--- config.mk ---
export PLATFORM = sky130hd
export DESIGN_NAME = signed_radix_digit_emitter
export DESIGN_NICKNAME = d
export VERILOG_FILES = /design/src/rtl/sde_pkg.sv /design/src/rtl/sde_base_check.sv /design/src/rtl/sde_divider.sv /design/src/rtl/signed_radix_digit_emitter.sv
export SDC_FILE = /design/constraint.sdc
export NUM_CORES = 1
export LEC_CHECK = 0
export BUFFER_PORTS_ARGS = -buffer_cell sky130_fd_sc_hd__buf_2
export CORE_MARGIN = 3
export CORE_UTILIZATION = 60
export CTS_CLUSTER_DIAMETER = 40
export CTS_CLUSTER_SIZE = 40
export DETAILED_ROUTE_END_ITERATION = 7
export PLACE_DENSITY = 0.81
export RECOVER_POWER = 25
export SYNTH_ARGS = -nofsm -noshare
export SYNTH_HDL_FRONTEND = slang
export SYNTH_HIERARCHICAL = 1
export SYNTH_SLANG_ARGS = --single-unit
--- constraint.sdc ---
create_clock -name aclk -period 10.7 [get_ports aclk]
set_input_delay 1.07 -clock aclk [delete_from_list [all_inputs] [get_ports aclk]]
set_output_delay 1.07 -clock aclk [all_outputs]
set_load 0.01 [all_outputs]
--- src/rtl/sde_pkg.sv ---
// Shared types, constants and helpers for the signed radix digit emitter.
// No dependencies; imported by every module in this folder.
package sde_pkg;

    localparam int VALUE_WIDTH = 32;
    localparam int MAX_BASE    = 16;
    localparam int MAX_DIGITS  = 32;

    localparam int BASE_W    = 5;
    localparam int CHAR_W    = 8;
    localparam int DIGIT_W   = 4;
    localparam int ALPHA_W   = 2 * 64;
    localparam int CFG_W     = 64;
    localparam int CFG_IDX_W = 2;

    localparam int NIBBLES = (VALUE_WIDTH + DIGIT_W - 1) / DIGIT_W;
    localparam int PAD_W   = NIBBLES * DIGIT_W;
    localparam int NIB_W   = $clog2(NIBBLES);
    localparam int CNT_W   = $clog2(MAX_DIGITS + 1);
    localparam int IDX_W   = $clog2(MAX_BASE);

    localparam logic [CFG_IDX_W-1:0] CFG_BASE_SIZE     = 2'd0;
    localparam logic [CFG_IDX_W-1:0] CFG_ALPHABET_LOW  = 2'd1;
    localparam logic [CFG_IDX_W-1:0] CFG_ALPHABET_HIGH = 2'd2;

    localparam logic [BASE_W-1:0] BASE_SIZE_RST     = 5'd10;
    localparam logic [63:0]       ALPHABET_LOW_RST  = 64'h3736_3534_3332_3130;
    localparam logic [63:0]       ALPHABET_HIGH_RST = 64'h6665_6463_6261_3938;

    localparam logic [CHAR_W-1:0] CHAR_NUL   = 8'h00;
    localparam logic [CHAR_W-1:0] CHAR_PLUS  = 8'h2B;
    localparam logic [CHAR_W-1:0] CHAR_MINUS = 8'h2D;

    typedef struct packed {
        logic done;
        logic bad;
    } chk_sts_t;

    typedef struct packed {
        logic               digit_valid;
        logic [DIGIT_W-1:0] digit;
        logic               finished;
    } div_sts_t;

    function automatic logic [CHAR_W-1:0] glyph(input logic [ALPHA_W-1:0] alpha,
                                                 input logic [DIGIT_W-1:0] d);
        return alpha[d * CHAR_W +: CHAR_W];
    endfunction

endpackage

--- src/rtl/sde_base_check.sv ---
// Serial validity check of the configured radix and digit alphabet.
// Depends on sde_pkg; one alphabet entry is compared against the rest per cycle.
module sde_base_check import sde_pkg::*; (
    input  logic               aclk,
    input  logic               aresetn,
    input  logic               start,
    input  logic [BASE_W-1:0]  base_size,
    input  logic [ALPHA_W-1:0] alphabet,
    output chk_sts_t           sts
);

    logic             busy_reg, busy_next;
    logic             done_reg, done_next;
    logic             bad_reg, bad_next;
    logic [IDX_W-1:0] idx_reg, idx_next;

    logic [CHAR_W-1:0] cur_char;
    logic              bad_now;
    logic              range_bad;
    logic              at_last;

    assign range_bad = (base_size < BASE_W'(2)) || (base_size > BASE_W'(MAX_BASE));
    assign at_last   = ({1'b0, idx_reg} == (base_size - BASE_W'(1)));
    assign cur_char  = glyph(alphabet, DIGIT_W'(idx_reg));

    always_comb begin
        bad_now = (cur_char == CHAR_NUL) || (cur_char == CHAR_PLUS) ||
                  (cur_char == CHAR_MINUS);
        for (int j = 0; j < MAX_BASE; j++) begin
            if ((BASE_W'(j) > {1'b0, idx_reg}) && (BASE_W'(j) < base_size) &&
                (glyph(alphabet, DIGIT_W'(j)) == cur_char)) begin
                bad_now = 1'b1;
            end
        end
    end

    always_comb begin
        busy_next = busy_reg;
        done_next = done_reg;
        bad_next  = bad_reg;
        idx_next  = idx_reg;
        if (start) begin
            idx_next  = '0;
            bad_next  = range_bad;
            done_next = range_bad;
            busy_next = !range_bad;
        end else if (busy_reg) begin
            if (bad_now) begin
                bad_next  = 1'b1;
                done_next = 1'b1;
                busy_next = 1'b0;
            end else if (at_last) begin
                done_next = 1'b1;
                busy_next = 1'b0;
            end else begin
                idx_next = idx_reg + IDX_W'(1);
            end
        end
    end

    always_ff @(posedge aclk) begin
        if (!aresetn) begin
            busy_reg <= 1'b0;
            done_reg <= 1'b0;
            bad_reg  <= 1'b0;
            idx_reg  <= '0;
        end else begin
            busy_reg <= busy_next;
            done_reg <= done_next;
            bad_reg  <= bad_next;
            idx_reg  <= idx_next;
        end
    end

    assign sts.done = done_reg;
    assign sts.bad  = bad_reg;

endmodule

--- src/rtl/sde_divider.sv ---
// Digit-serial division of the magnitude by the radix, one hex digit of the dividend per cycle.
// Depends on sde_pkg; delivers remainders least significant first.
module sde_divider import sde_pkg::*; (
    input  logic                   aclk,
    input  logic                   aresetn,
    input  logic                   start,
    input  logic [VALUE_WIDTH-1:0] magnitude,
    input  logic [BASE_W-1:0]      radix,
    output div_sts_t               sts
);

    logic               busy_reg, busy_next;
    logic [PAD_W-1:0]   quo_reg, quo_next;
    logic [DIGIT_W-1:0] rem_reg, rem_next;
    logic [NIB_W-1:0]   nib_reg, nib_next;
    logic               nz_reg, nz_next;
    logic [CNT_W-1:0]   cnt_reg, cnt_next;
    logic               dvalid_reg, dvalid_next;
    logic [DIGIT_W-1:0] digit_reg, digit_next;
    logic               fin_reg, fin_next;
    logic [BASE_W-1:0]  radix_reg, radix_next;

    logic [DIGIT_W-1:0] in_nib;
    logic [DIGIT_W-1:0] q_nib;
    logic [DIGIT_W-1:0] r_step;
    logic [BASE_W-1:0]  part;

    assign in_nib = quo_reg[PAD_W-1 -: DIGIT_W];

    always_comb begin
        r_step = rem_reg;
        q_nib  = '0;
        part   = '0;
        for (int k = DIGIT_W - 1; k >= 0; k--) begin
            part = {r_step, in_nib[k]};
            if (part >= radix_reg) begin
                part     = part - radix_reg;
                q_nib[k] = 1'b1;
            end
            r_step = part[DIGIT_W-1:0];
        end
    end

    always_comb begin
        busy_next   = busy_reg;
        quo_next    = quo_reg;
        rem_next    = rem_reg;
        nib_next    = nib_reg;
        nz_next     = nz_reg;
        cnt_next    = cnt_reg;
        dvalid_next = 1'b0;
        digit_next  = digit_reg;
        fin_next    = fin_reg;
        radix_next  = radix_reg;
        if (start) begin
            busy_next  = 1'b1;
            quo_next   = PAD_W'(magnitude);
            rem_next   = '0;
            nib_next   = '0;
            nz_next    = 1'b0;
            cnt_next   = '0;
            fin_next   = 1'b0;
            radix_next = radix;
        end else if (busy_reg) begin
            quo_next = {quo_reg[PAD_W-DIGIT_W-1:0], q_nib};
            if (nib_reg == NIB_W'(NIBBLES - 1)) begin
                dvalid_next = 1'b1;
                digit_next  = r_step;
                cnt_next    = cnt_reg + CNT_W'(1);
                rem_next    = '0;
                nib_next    = '0;
                nz_next     = 1'b0;
                if ((!nz_reg && (q_nib == '0)) || (cnt_reg == CNT_W'(MAX_DIGITS - 1))) begin
                    busy_next = 1'b0;
                    fin_next  = 1'b1;
                end
            end else begin
                rem_next = r_step;
                nib_next = nib_reg + NIB_W'(1);
                nz_next  = nz_reg || (q_nib != '0);
            end
        end
    end

    always_ff @(posedge aclk) begin
        if (!aresetn) begin
            busy_reg   <= 1'b0;
            nib_reg    <= '0;
            cnt_reg    <= '0;
            dvalid_reg <= 1'b0;
            fin_reg    <= 1'b0;
        end else begin
            busy_reg   <= busy_next;
            nib_reg    <= nib_next;
            cnt_reg    <= cnt_next;
            dvalid_reg <= dvalid_next;
            fin_reg    <= fin_next;
        end
    end

    always_ff @(posedge aclk) begin
        quo_reg   <= quo_next;
        rem_reg   <= rem_next;
        nz_reg    <= nz_next;
        digit_reg <= digit_next;
        radix_reg <= radix_next;
    end

    assign sts.digit_valid = dvalid_reg;
    assign sts.digit       = digit_reg;
    assign sts.finished    = fin_reg;

    a_digit_below_radix: assert property (@(posedge aclk) disable iff (!aresetn)
        (busy_reg && (radix_reg >= BASE_W'(2)) && (radix_reg <= BASE_W'(MAX_BASE)))
            |=> (!sts.digit_valid || ({1'b0, sts.digit} < radix_reg)))
        else $error("divider produced a digit not below the radix");

endmodule

--- src/rtl/signed_radix_digit_emitter.sv ---
// Top level: writes one signed value as text in a configured base, one character per transaction.
// Depends on sde_pkg, sde_base_check and sde_divider.
//
//  channel  | ports                                   | transfers
//  ---------+-----------------------------------------+------------------------------------
//  input    | s_valid s_ready s_value                 | one signed value
//  result   | m_valid m_ready m_character m_last      | one character, or one error result
//           | m_bad_base                              |
//  config   | cfg_we cfg_index cfg_wdata              | base_size, alphabet_low/high
//
// Work: the radix check and the serial divider run side by side; the divider handles one hex digit
// of the magnitude per cycle, and the characters follow once both are through.
// Base 10 worst case: 11 characters. An invalid base ends the work early.
// Reset: synchronous on aresetn low; no clearing pass, the digit stack is written before read.
// Stalls: m_ready low holds the output register; the next value is taken once the final
// character of the current one has been loaded into that register.
module signed_radix_digit_emitter import sde_pkg::*; (
    input  logic                          aclk,
    input  logic                          aresetn,
    input  logic                          s_valid,
    output logic                          s_ready,
    input  logic signed [VALUE_WIDTH-1:0] s_value,
    output logic                          m_valid,
    input  logic                          m_ready,
    output logic [CHAR_W-1:0]             m_character,
    output logic                          m_last,
    output logic                          m_bad_base,
    input  logic                          cfg_we,
    input  logic [CFG_IDX_W-1:0]          cfg_index,
    input  logic [CFG_W-1:0]              cfg_wdata
);

    typedef enum logic [2:0] {
        ST_IDLE = 3'b001,
        ST_WORK = 3'b010,
        ST_EMIT = 3'b100
    } state_t;

    localparam int DEPTH_W = $clog2(MAX_DIGITS + 1);

    state_t state_reg, state_next;

    logic [BASE_W-1:0] base_size_reg;
    logic [63:0]       alpha_low_reg;
    logic [63:0]       alpha_high_reg;

    logic               neg_reg, neg_next;
    logic [DEPTH_W-1:0] depth_reg, depth_next;
    logic [DIGIT_W-1:0] stack_reg [MAX_DIGITS];

    logic              m_valid_reg, m_valid_next;
    logic [CHAR_W-1:0] m_char_reg, m_char_next;
    logic              m_last_reg, m_last_next;
    logic              m_bad_reg, m_bad_next;

    logic                   accept;
    logic                   out_adv;
    logic                   push;
    logic                   pop;
    logic [ALPHA_W-1:0]     alphabet;
    logic [VALUE_WIDTH-1:0] magnitude;
    chk_sts_t               chk_sts;
    div_sts_t               div_sts;

    assign s_ready   = (state_reg == ST_IDLE);
    assign accept    = s_valid && s_ready;
    assign out_adv   = !m_valid_reg || m_ready;
    assign alphabet  = {alpha_high_reg, alpha_low_reg};
    assign magnitude = s_value[VALUE_WIDTH-1] ? (~s_value + VALUE_WIDTH'(1)) : s_value;
    assign push      = (state_reg == ST_WORK) && div_sts.digit_valid;

    sde_base_check u_check (
        .aclk      (aclk),
        .aresetn   (aresetn),
        .start     (accept),
        .base_size (base_size_reg),
        .alphabet  (alphabet),
        .sts       (chk_sts)
    );

    sde_divider u_divider (
        .aclk      (aclk),
        .aresetn   (aresetn),
        .start     (accept),
        .magnitude (magnitude),
        .radix     (base_size_reg),
        .sts       (div_sts)
    );

    always_comb begin
        state_next   = state_reg;
        neg_next     = neg_reg;
        depth_next   = depth_reg;
        pop          = 1'b0;
        m_valid_next = m_valid_reg;
        m_char_next  = m_char_reg;
        m_last_next  = m_last_reg;
        m_bad_next   = m_bad_reg;
        if (out_adv) begin
            m_valid_next = 1'b0;
        end
        case (state_reg)
            ST_IDLE: begin
                if (accept) begin
                    neg_next   = s_value[VALUE_WIDTH-1];
                    depth_next = '0;
                    state_next = ST_WORK;
                end
            end
            ST_WORK: begin
                if (push) begin
                    depth_next = depth_reg + DEPTH_W'(1);
                end
                if (chk_sts.done && (chk_sts.bad || div_sts.finished)) begin
                    state_next = ST_EMIT;
                end
            end
            ST_EMIT: begin
                if (out_adv) begin
                    m_valid_next = 1'b1;
                    if (chk_sts.bad) begin
                        m_char_next = CHAR_NUL;
                        m_last_next = 1'b1;
                        m_bad_next  = 1'b1;
                        state_next  = ST_IDLE;
                    end else if (neg_reg) begin
                        m_char_next = CHAR_MINUS;
                        m_last_next = 1'b0;
                        m_bad_next  = 1'b0;
                        neg_next    = 1'b0;
                    end else begin
                        m_char_next = glyph(alphabet, stack_reg[0]);
                        m_last_next = (depth_reg == DEPTH_W'(1));
                        m_bad_next  = 1'b0;
                        pop         = 1'b1;
                        depth_next  = depth_reg - DEPTH_W'(1);
                        if (depth_reg == DEPTH_W'(1)) begin
                            state_next = ST_IDLE;
                        end
                    end
                end
            end
            default: begin
                state_next = ST_IDLE;
            end
        endcase
    end

    always_ff @(posedge aclk) begin
        if (!aresetn) begin
            state_reg      <= ST_IDLE;
            base_size_reg  <= BASE_SIZE_RST;
            alpha_low_reg  <= ALPHABET_LOW_RST;
            alpha_high_reg <= ALPHABET_HIGH_RST;
            neg_reg        <= 1'b0;
            depth_reg      <= '0;
            m_valid_reg    <= 1'b0;
        end else begin
            state_reg   <= state_next;
            neg_reg     <= neg_next;
            depth_reg   <= depth_next;
            m_valid_reg <= m_valid_next;
            if (cfg_we) begin
                case (cfg_index)
                    CFG_BASE_SIZE:     base_size_reg  <= cfg_wdata[BASE_W-1:0];
                    CFG_ALPHABET_LOW:  alpha_low_reg  <= cfg_wdata;
                    CFG_ALPHABET_HIGH: alpha_high_reg <= cfg_wdata;
                    default: begin
                    end
                endcase
            end
        end
    end

    always_ff @(posedge aclk) begin
        m_char_reg <= m_char_next;
        m_last_reg <= m_last_next;
        m_bad_reg  <= m_bad_next;
        if (push) begin
            stack_reg[0] <= div_sts.digit;
            for (int i = 1; i < MAX_DIGITS; i++) begin
                stack_reg[i] <= stack_reg[i-1];
            end
        end else if (pop) begin
            for (int i = 0; i < MAX_DIGITS - 1; i++) begin
                stack_reg[i] <= stack_reg[i+1];
            end
        end
    end

    assign m_valid     = m_valid_reg;
    assign m_character = m_char_reg;
    assign m_last      = m_last_reg;
    assign m_bad_base  = m_bad_reg;

    a_emit_has_digits: assert property (@(posedge aclk) disable iff (!aresetn)
        ((state_reg == ST_EMIT) && !chk_sts.bad) |-> (depth_reg != '0))
        else $error("emitting with an empty digit stack");

    a_depth_bound: assert property (@(posedge aclk) disable iff (!aresetn)
        depth_reg <= DEPTH_W'(MAX_DIGITS))
        else $error("digit stack overflow");

    a_error_result: assert property (@(posedge aclk) disable iff (!aresetn)
        (m_valid && m_bad_base) |-> (m_last && (m_character == CHAR_NUL)))
        else $error("error transaction not flagged last with a zero character");

    a_idle_after_last: assert property (@(posedge aclk) disable iff (!aresetn)
        ((state_reg == ST_EMIT) && out_adv && m_last_next) |=> (state_reg == ST_IDLE))
        else $error("final character loaded without returning to idle");

endmodule

==> results by stage, run 1 <==
Outcome:
- The flow ran to the end, but the final reports show violations.
- The final reports fail on capacitance limit, slew limit.

Yosys:
- The biggest area contributor in the post-synthesis netlist is edfxtp_1.
- The number of distinct library cell variants in the gate-level netlist after synthesis is 101.
- In the synthesized netlist, the number of instances is ~2000.
- Counting flops and latches in the post-synthesis netlist gives between 300 and 400.
- The share of synthesized area in the top cell type comes to a little over a quarter.
- The portion of the post-synthesis area used by sequential elements is between 40% and 50%.
- The post-synth net total is 2118.
- For this run, the leading register cell type out of synthesis is edfxtp_1.
- In the synthesized netlist the async set-or-reset flop fraction comes to 0%.
- Yosys mapped a number of flops with a built-in enable equal to roughly 180.
- In the post-synthesis netlist, the biggest area contributors are edfxtp_1 27%, dfxtp_1 17%, nand2_1 8.7%, mux4_2 5.2%, mux2_4 4.5%.
- The total number of yosys warnings is 6.
- The netlist area before placement is a little over 20000 um^2.
- The mean instance size in the synthesized netlist is 10.2 um^2.

Critical path:
- For this design, the slowest cell found on the critical path is nor4_1.
- The endpoint identified for the worst register-to-register timing path is u_divider/fin_reg$_SDFFE_PP0P_.
- Traced cell by cell, the critical path runs through inv_1, ha_1, a31oi_1, o21ai_2, mux2_4, ha_1, a21oi_1, o21ai_1, a311o_1, o21a_1, ha_1, a21o_1, a31oi_1, o21a_1, mux2i_1, ha_1, a31oi_1, o21ai_1, nor4_1, o21ai_1, o21ai_0.
- Measured in cells, the most critical reg-to-reg path has a length of 21.
- The reg2reg setup slack is 4380 ps.
- The critical path's largest stage delay is about 600 ps.
- The kind of cell with the highest combined delay on the critical path is compound AO/OA/AOI/OAI gates.
- The number of buffer and inverter stages on the critical path is 1.
- In this run the critical register-to-register path is launched from u_divider/radix_reg[1]$_DFFE_PP_.
- The data arrival time of the worst path is 6830 ps.
- The type of the worst setup path is flip-flop to flip-flop.
- The critical path startpoint category is a flip-flop.
- STA classifies the critical path endpoint as a flip-flop.
- The most numerous cell type found on the critical path is ha_1.
- The peak fanout along the critical path is 10.
- Data on the critical path is required at its endpoint by 11210 ps.

Place:
- Routability-driven placement finished with a final weighted congestion of just under 1.
- Detailed placement finished with a half-perimeter wire length of around 36000 um.
- The number of buffer cells added on primary ports is about 110.
- In this run, placement finished with an instance count of about 2400.

Timing:
- The clock arrives with between 20 and 30 ps of skew.
- The final hold violation count is 0.
- The worst-case headroom to the max-slew limit is -153%.
- At the pin with the least slew margin, the transition time is between 3000 and 4000 ps.
- The achievable frequency is 158 MHz.
- The total negative slack is 0 ps.
- Setup repair after global routing left no endpoint under its margin.
- The post-route worst hold slack is between 400 and 500 ps.
- After layout, the worst path uses roughly three fifths of the clock period.
- The minimum clock period after layout is between 6000 and 7000 ps.
- The max-slew violation count came to between 200 and 300.
- The total of endpoints with negative setup slack in the final report is 0.

Floorplanning:
- The number of rows in the core area is between 60 and 70.
- The count of boundary I/O pins is between 100 and 150.
- The initial utilization of the core area, before any placement, comes to about 61%.
- After floorplanning, the core was sized to cover about 33000 um^2.
- The die boundary width is roughly 190 um.
- The total die area is between 30000 and 40000 um^2.
- The die extent in y is 189 um.

Final layout:
- In the final layout, the share of cells above drive strength 1 is 20.3%.
- The final standard cell utilization of the core is 68.3%.
- Excluding fillers, the count of instances in the completed layout stands at 2516.
- The layout overhead on the synthesized area is 11.2%.
- The total number of nets in the final design is 2172.
- The flip-flop count of the largest register after layout is between 100 and 150.

CTS:
- Counting along the longest clock path gives a buffer depth of 3.
- The buffer type at the clock tree root is clkbuf_16.
- After clock tree synthesis, the clock-pin slew on the worst setup and hold paths is about 70 ps.
- The number of gates resized after CTS is 0.
- TritonCTS built the clock tree.
- The maximum level of the CTS H-tree is 2.
- The total clock buffers created by CTS is 49.
- The hold buffer count at CTS is 0.
- For the worst-skew pair, the clock arrives at the later sink with an insertion delay of ~600 ps.
- The clock net in this run drives a total of 347 sinks.
- The number of buffers inserted to repair setup after CTS is 0.

Drt:
- The DRC violations left is 0.
- The detailed router finished its first iteration with between 1500 and 2000 violations.
- The count of vias placed by the detailed router is 15800.
- The residual antenna-violating net count after detailed routing is 0.
- The routed design has between 50000 and 60000 um of wire.
- The routed via count divided by cell count is about 6.3.
- The first TritonRoute pass finished after 6 iterations.
- After detailed routing, the average wire length per cell comes to between 20 and 25 um.

Power:
- The proportion of power drawn by the clock network is between 30% and 40%.
- Combinational logic burns 23.7% of the power.
- In this run the power density over the cells is 195 nW/um^2.
- The worst-case IR drop observed on VDD is approximately 0.19 mV.
- Net switching is about a third of the power.
- Of the total power, registers draw approximately 37%.
- The internal portion of the total power is ~3000 uW.
- The static leakage is between 0.008 and 0.009 uW.
- Summed over all nets, the switching power comes to around 1400 uW.

Global route:
- Global routing finished with a remaining overflow of 0.
- The maximum number of pins on one net before global-route repair is 82.
- The first global-routing pass estimated 85000 um of wire.
- The number of antenna violations at the first check in global routing was 1.
- The total global-route track usage is 29.9%.
- The number of global-route vias before repair is roughly 15000.

Hold path:
- The path with the worst hold slack has its endpoint at stack_reg[3][28]$_DFFE_PP_.
- Counting instances, the worst hold path has a depth of 0.
- The min-delay analysis places its worst path in the category flip-flop to flip-flop.
- The critical hold path startpoint is stack_reg[3][24]$_DFFE_PP_.

Run:
- The max-capacitance violation count is 5.
layer usage:
metal | global-route usage [%] | part of all wire (%)
met5 | 0 | 0
met4 | 12.4 | 4.5
met1 | 41.2 | 41
met3 | 6.76 | 9.8
met2 | 45.8 | 45
worst max-delay path by stage:
stage / depth (start not counted) / end / start / slack (ps)
after floorplan: 23 / u_divider/rem_reg[1]$_SDFFE_PP0P_ / u_divider/radix_reg[1]$_DFFE_PP_ / 5220
after global placement: 21 / u_divider/rem_reg[1]$_SDFFE_PP0P_ / u_divider/radix_reg[1]$_DFFE_PP_ / 4490
after detailed placement: 22 / u_divider/rem_reg[1]$_SDFFE_PP0P_ / u_divider/radix_reg[1]$_DFFE_PP_ / 4420
after CTS: 21 / u_divider/fin_reg$_SDFFE_PP0P_ / u_divider/radix_reg[1]$_DFFE_PP_ / 4350
after global routing: 23 / u_divider/fin_reg$_SDFFE_PP0P_ / u_divider/radix_reg[1]$_DFFE_PP_ / 3910
final: 21 / u_divider/fin_reg$_SDFFE_PP0P_ / u_divider/radix_reg[1]$_DFFE_PP_ / 4380
Yosys cell counts, types with 5 or more instances:
cell type	n
a22o_1	8
a21oi_1	112
nor4_2	5
mux4_2	47
o21ai_0	40
edfxtp_1	179
clkbuf_1	73
xnor2_1	91
buf_2	12
a211oi_1	12
mux2_4	60
buf_4	11
nand2_1	468
dfxtp_1	168
nor3_1	18
buf_6	17
or3_1	8
nand4_1	22
nor2b_1	16
o22ai_1	11
inv_1	35
o41ai_1	7
buf_1	9
a22oi_1	7
ha_1	33
mux2i_1	55
o31ai_1	11
a21o_1	12
xor2_1	58
nand3_1	76
nor4_1	9
o221ai_1	11
and2_1	9
mux2_2	58
a31oi_1	8
and3_1	9
or4_1	7
nand2b_1	15
nor2_1	50
a2111oi_0	6
worst register-to-register path, cell delays in order, from the launching register on:
cell and delay (ps):
edfxtp_1 450, inv_1 290, ha_1 320, a31oi_1 270, o21ai_2 170, mux2_4 340
ha_1 350, a21oi_1 140, o21ai_1 90, a311o_1 510, o21a_1 250, ha_1 330
a21o_1 190, a31oi_1 180, o21a_1 290, mux2i_1 400, ha_1 320, a31oi_1 200
o21ai_1 300, nor4_1 610, o21ai_1 150, o21ai_0 100
area by class of cell:
cell class	instances	area (um^2)
inverters	37	139
fillers	2518	10400
clock inverters	42	553
well taps	442	553
clock buffers	50	1230
multi-input cells	1467	10600
diodes	1	2.50
flip-flops and latches	347	8740
repair buffers	130	654
power by group through the flow:
stage | clock, uW | combinational [uW] | sequential, uW
floorplan | 0 | 834 | 1610
global placement | 0 | 1000 | 1650
detailed placement | 0 | 1030 | 1660
CTS | 1730 | 1040 | 1630
global route | 1790 | 1140 | 1650
finish | 1710 | 1040 | 1630
stage by stage:
stage	setup WS [ps]	total power, uW	instance area, um^2
6_report	4380	4390	22500
5_1_grt	3910	4580	22500
4_1_cts	4350	4400	22500
3_5_place_dp	4420	2680	20700
3_3_place_gp	4490	2650	20700
2_1_floorplan	5220	2440	20200
kinds of logic (layout without fill, tap and decap cells):
group,Yosys count,in the layout,synth area share (%)
other,0,1,0
and+or+nand+nor,752,752,17.1
muxes,225,225,16.1
xor gates and xnor gates,149,149,6.47
AOI/OAI and AO/OA,304,304,10.3
adders and majority gates,37,37,2.44
buffers and inverters,164,259,4.34
DFF,347,347,43.3
cell usage in the layout, fill, tap and decap left out, drive strengths merged, types with 59 or more instances in the layout:
master and n:
mux2i 59, buf 111, clkbuf 69, a21oi 116, nand3 76, xnor2 91, dfxtp 168, mux2 119
edfxtp 179, nand2 469
No activity file was read; power rests on OpenSTA's default activity.
==> run 2: changes to the inputs <==
clock period = 5.9 ns   (was 10.7 ns; I/O delays follow)
==> results by stage, run 2 (synthesized netlist as in run 1, its figures left out) <==
Outcome:
- The run finished, with violations left.
- The final reports fail on capacitance limit, slew limit.

Critical path:
- The depth of the most critical reg-to-reg path is 24.
- The worst setup path is of the flip-flop to flip-flop kind.
- In this run the critical register-to-register path is captured at u_divider/rem_reg[1]$_SDFFE_PP0P_.
- The reg-to-reg startpoint is u_divider/radix_reg[1]$_DFFE_PP_.
- The data arrival time of the worst path is approximately 6000 ps.
- The worst setup path is captured at a flip-flop.
- In this run the worst path has a maximum fanout of 6.
- The reg2reg setup slack is ~440 ps.
- The worst setup path is launched from a flip-flop.
- The slowest stage of the critical path belongs to the cell edfxtp_1.
- Traced cell by cell, the critical path runs through inv_1, ha_1, a21o_1, a31oi_1, o21ai_2, mux2_4, ha_1, a21oi_1, o21ai_1, a311o_1, buf_4, mux2i_4, ha_1, a21o_1, a31oi_1, o21a_2, nor2_1, a21o_1, ha_1, a21o_1, a31oi_1, o21ai_2, mux2_2, a22o_1.
- The critical path's largest stage delay is 410 ps.
- For the worst setup path, the data required time is about 6300 ps.

Floorplanning:
- The die covers around 36000 um^2.
- The initial utilization of the core area, before any placement, comes to between 60% and 70%.
- After floorplanning, the core was divided into 66 placement rows.
- 115 I/O pins were placed.
- Measured along the y axis, the die boundary spans 189 um.
- The placeable core area is approximately 33000 um^2.
- The die is roughly 190 um wide.

Drt:
- The routed wirelength normalized by instance count is between 20 and 25 um.
- After detailed routing, the total wire length is 53200 um.
- Using the TritonRoute via totals, the vias-per-cell ratio works out to 6.25.
- The detailed router's first-iteration violation count is 1763.
- The residual antenna-violating net count after detailed routing is 0.
- The DRC violations left is 0.
- Summing over every cut layer, the via total after detailed routing is ~16000.
- Before antenna repair, the detailed router went through 6 iterations.

CTS:
- The total clock buffers created by CTS is 42.
- For this design, the sink count on the clock tree is between 300 and 400.
- The number of buffers on the longest clock path is 3.
- The buffer type at the clock tree root is clkbuf_16.
- For the worst-skew pair, the clock arrives at the later sink with an insertion delay of roughly 570 ps.
- The clock slew seen by the registers of the worst setup and hold paths is ~70 ps.
- The maximum level of the CTS H-tree is 2.
- TritonCTS built the clock tree.

Timing:
- The final hold violation count is 0.
- The total of endpoints with negative setup slack in the final report is 0.
- The pin slew with the least headroom to its limit is ~3500 ps.
- The post-route clock skew is ~25 ps.
- The total negative slack is 0 ps.
- The routed design could run at a clock period as short as approximately 5500 ps.
- The max-slew violation count is between 200 and 300.
- The tightest hold path in the finished design has a slack of 242 ps.
- In this run the tightest slew margin relative to its limit is -131%.
- Setup repair after global routing left no endpoint under its margin.
- The achievable frequency is 183 MHz.
- The share of the clock period used by the worst path is approximately 90%.

Final layout:
- The combined area of the multi-input logic cells is 10600 um^2.
- The number of fillers in the final layout is ~2500.
- The sequential cell area in the final layout is 8740 um^2.
- The most frequent standard cell in the layout excluding fill and tap cells is nand2_1.
- The register with the most flip-flops in the layout has 128 of them.
- The total number of nets in the final design is between 2000 and 2500.
- The layout overhead on the synthesized area is 10.8%.
- In the layout the commonest cells are 466 x nand2_1, 179 x edfxtp_1, 167 x dfxtp_1.
- The fraction of final layout cells sized beyond drive strength 1 is 21.1%.
- The number of antenna diodes in the final layout is 0.

Place:
- The detailed-placement wirelength estimate is roughly 36000 um.
- The number of buffer cells added on primary ports is 114.
- The congestion estimate from routability-driven global placement came to 0.960.

Global route:
- Entering global routing, the biggest net connects slightly above 80 pins.
- For this run, the total global-route usage over all layers was measured as 29.2%.
- The number of global-route vias before repair is around 15000.
- The wire length of the first global-routing pass is ~84000 um.
- The number of antenna violations at the first check in global routing is 1.
- The total overflow left after global routing is 0.

Hold path:
- In this run the most critical hold path is launched from cfg_wdata[13].
- The worst hold path terminates at alpha_low_reg[13]$_SDFFE_PN1P_.
- Along the worst hold path, the cell count comes to 3.
- The path class of the tightest hold or removal check is primary input to flip-flop.

Run:
- Across the run, the number of max-cap violations was 5.

Power:
- The analysis attributes to cell leakage a power of 0.00865 uW.
- The ratio of total power to cell area is 350 nW/um^2.
- The peak ir drop on the vdd network is 0.307 mV.
[run 2: cell type report]
class | count | share of cell area, %
sequential | 347 | 39.1
multi-input combinational | 1467 | 47.4
clock inverter | 32 | 1.93
tap | 442 | 2.47
timing repair buffer | 142 | 3.41
inverter | 37 | 0.621
clock buffer | 46 | 5.05
[run 2: per-stage QoR]
stage / worst slack, ps / instances / cell area, um^2 / power, uW / util (%)
2_1_floorplan: 420 / 1978 / 20200 / 4430 / -
5_1_grt: 61.1 / 2513 / 22400 / 8160 / 68.0
6_report: 444 / 2513 / 22400 / 7820 / 68.0
3_5_place_dp: 168 / 2434 / 20800 / 4960 / 63.3
4_1_cts: 142 / 2512 / 22400 / 7800 / 68.0
3_3_place_gp: 202 / 2434 / 20800 / 4900 / 63.3
[run 2: how the worst max path moves through the flow]
stage	startpoint	to	slack, ps	cells past startpoint
after floorplan	u_divider/radix_reg[1]$_DFFE_PP_	u_divider/rem_reg[1]$_SDFFE_PP0P_	420	23
after global placement	u_divider/radix_reg[1]$_DFFE_PP_	u_divider/digit_reg[2]$_DFFE_PP_	200	24
after detailed placement	u_divider/radix_reg[1]$_DFFE_PP_	u_divider/digit_reg[2]$_DFFE_PP_	170	24
after CTS	u_divider/radix_reg[1]$_DFFE_PP_	u_divider/digit_reg[2]$_DFFE_PP_	140	24
after global routing	u_divider/radix_reg[1]$_DFFE_PP_	u_divider/fin_reg$_SDFFE_PP0P_	60	26
final	u_divider/radix_reg[1]$_DFFE_PP_	u_divider/rem_reg[1]$_SDFFE_PP0P_	440	24
[run 2: repair_timing]
action	CTS	global route
endpoints found under the setup margin	0	11
hold buffers	0	0
setup buffers	0	1
resized for setup	0	3
[run 2: power by group]
part	switching, uW	total [uW]	internal (uW)
combinational	1070	2020	956
sequential	168	2970	2800
clock	1160	2830	1670
[run 2: critical path, delay by kind of cell, from the launching register on]
kind / cells / cell delay, ps
adder cells (fa/ha/maj): 4 / 1100
buffers and inverters: 2 / 250
flip-flops: 1 / 410
AND/OR/NAND/NOR: 1 / 90
multiplexers: 3 / 930
AO/OA/AOI/OAI: 14 / 2560
[run 2: routing by layer]
metal | vias to the layer above | routed length (um) | GRT usage, %
li1 | 7229 | - | -
met1 | 7536 | 22200 | 40.3
met2 | 817 | 24200 | 46.0
met3 | 132 | 4760 | 5.70
met4 | 0 | 2040 | 11.1
met5 | - | 0 | 0
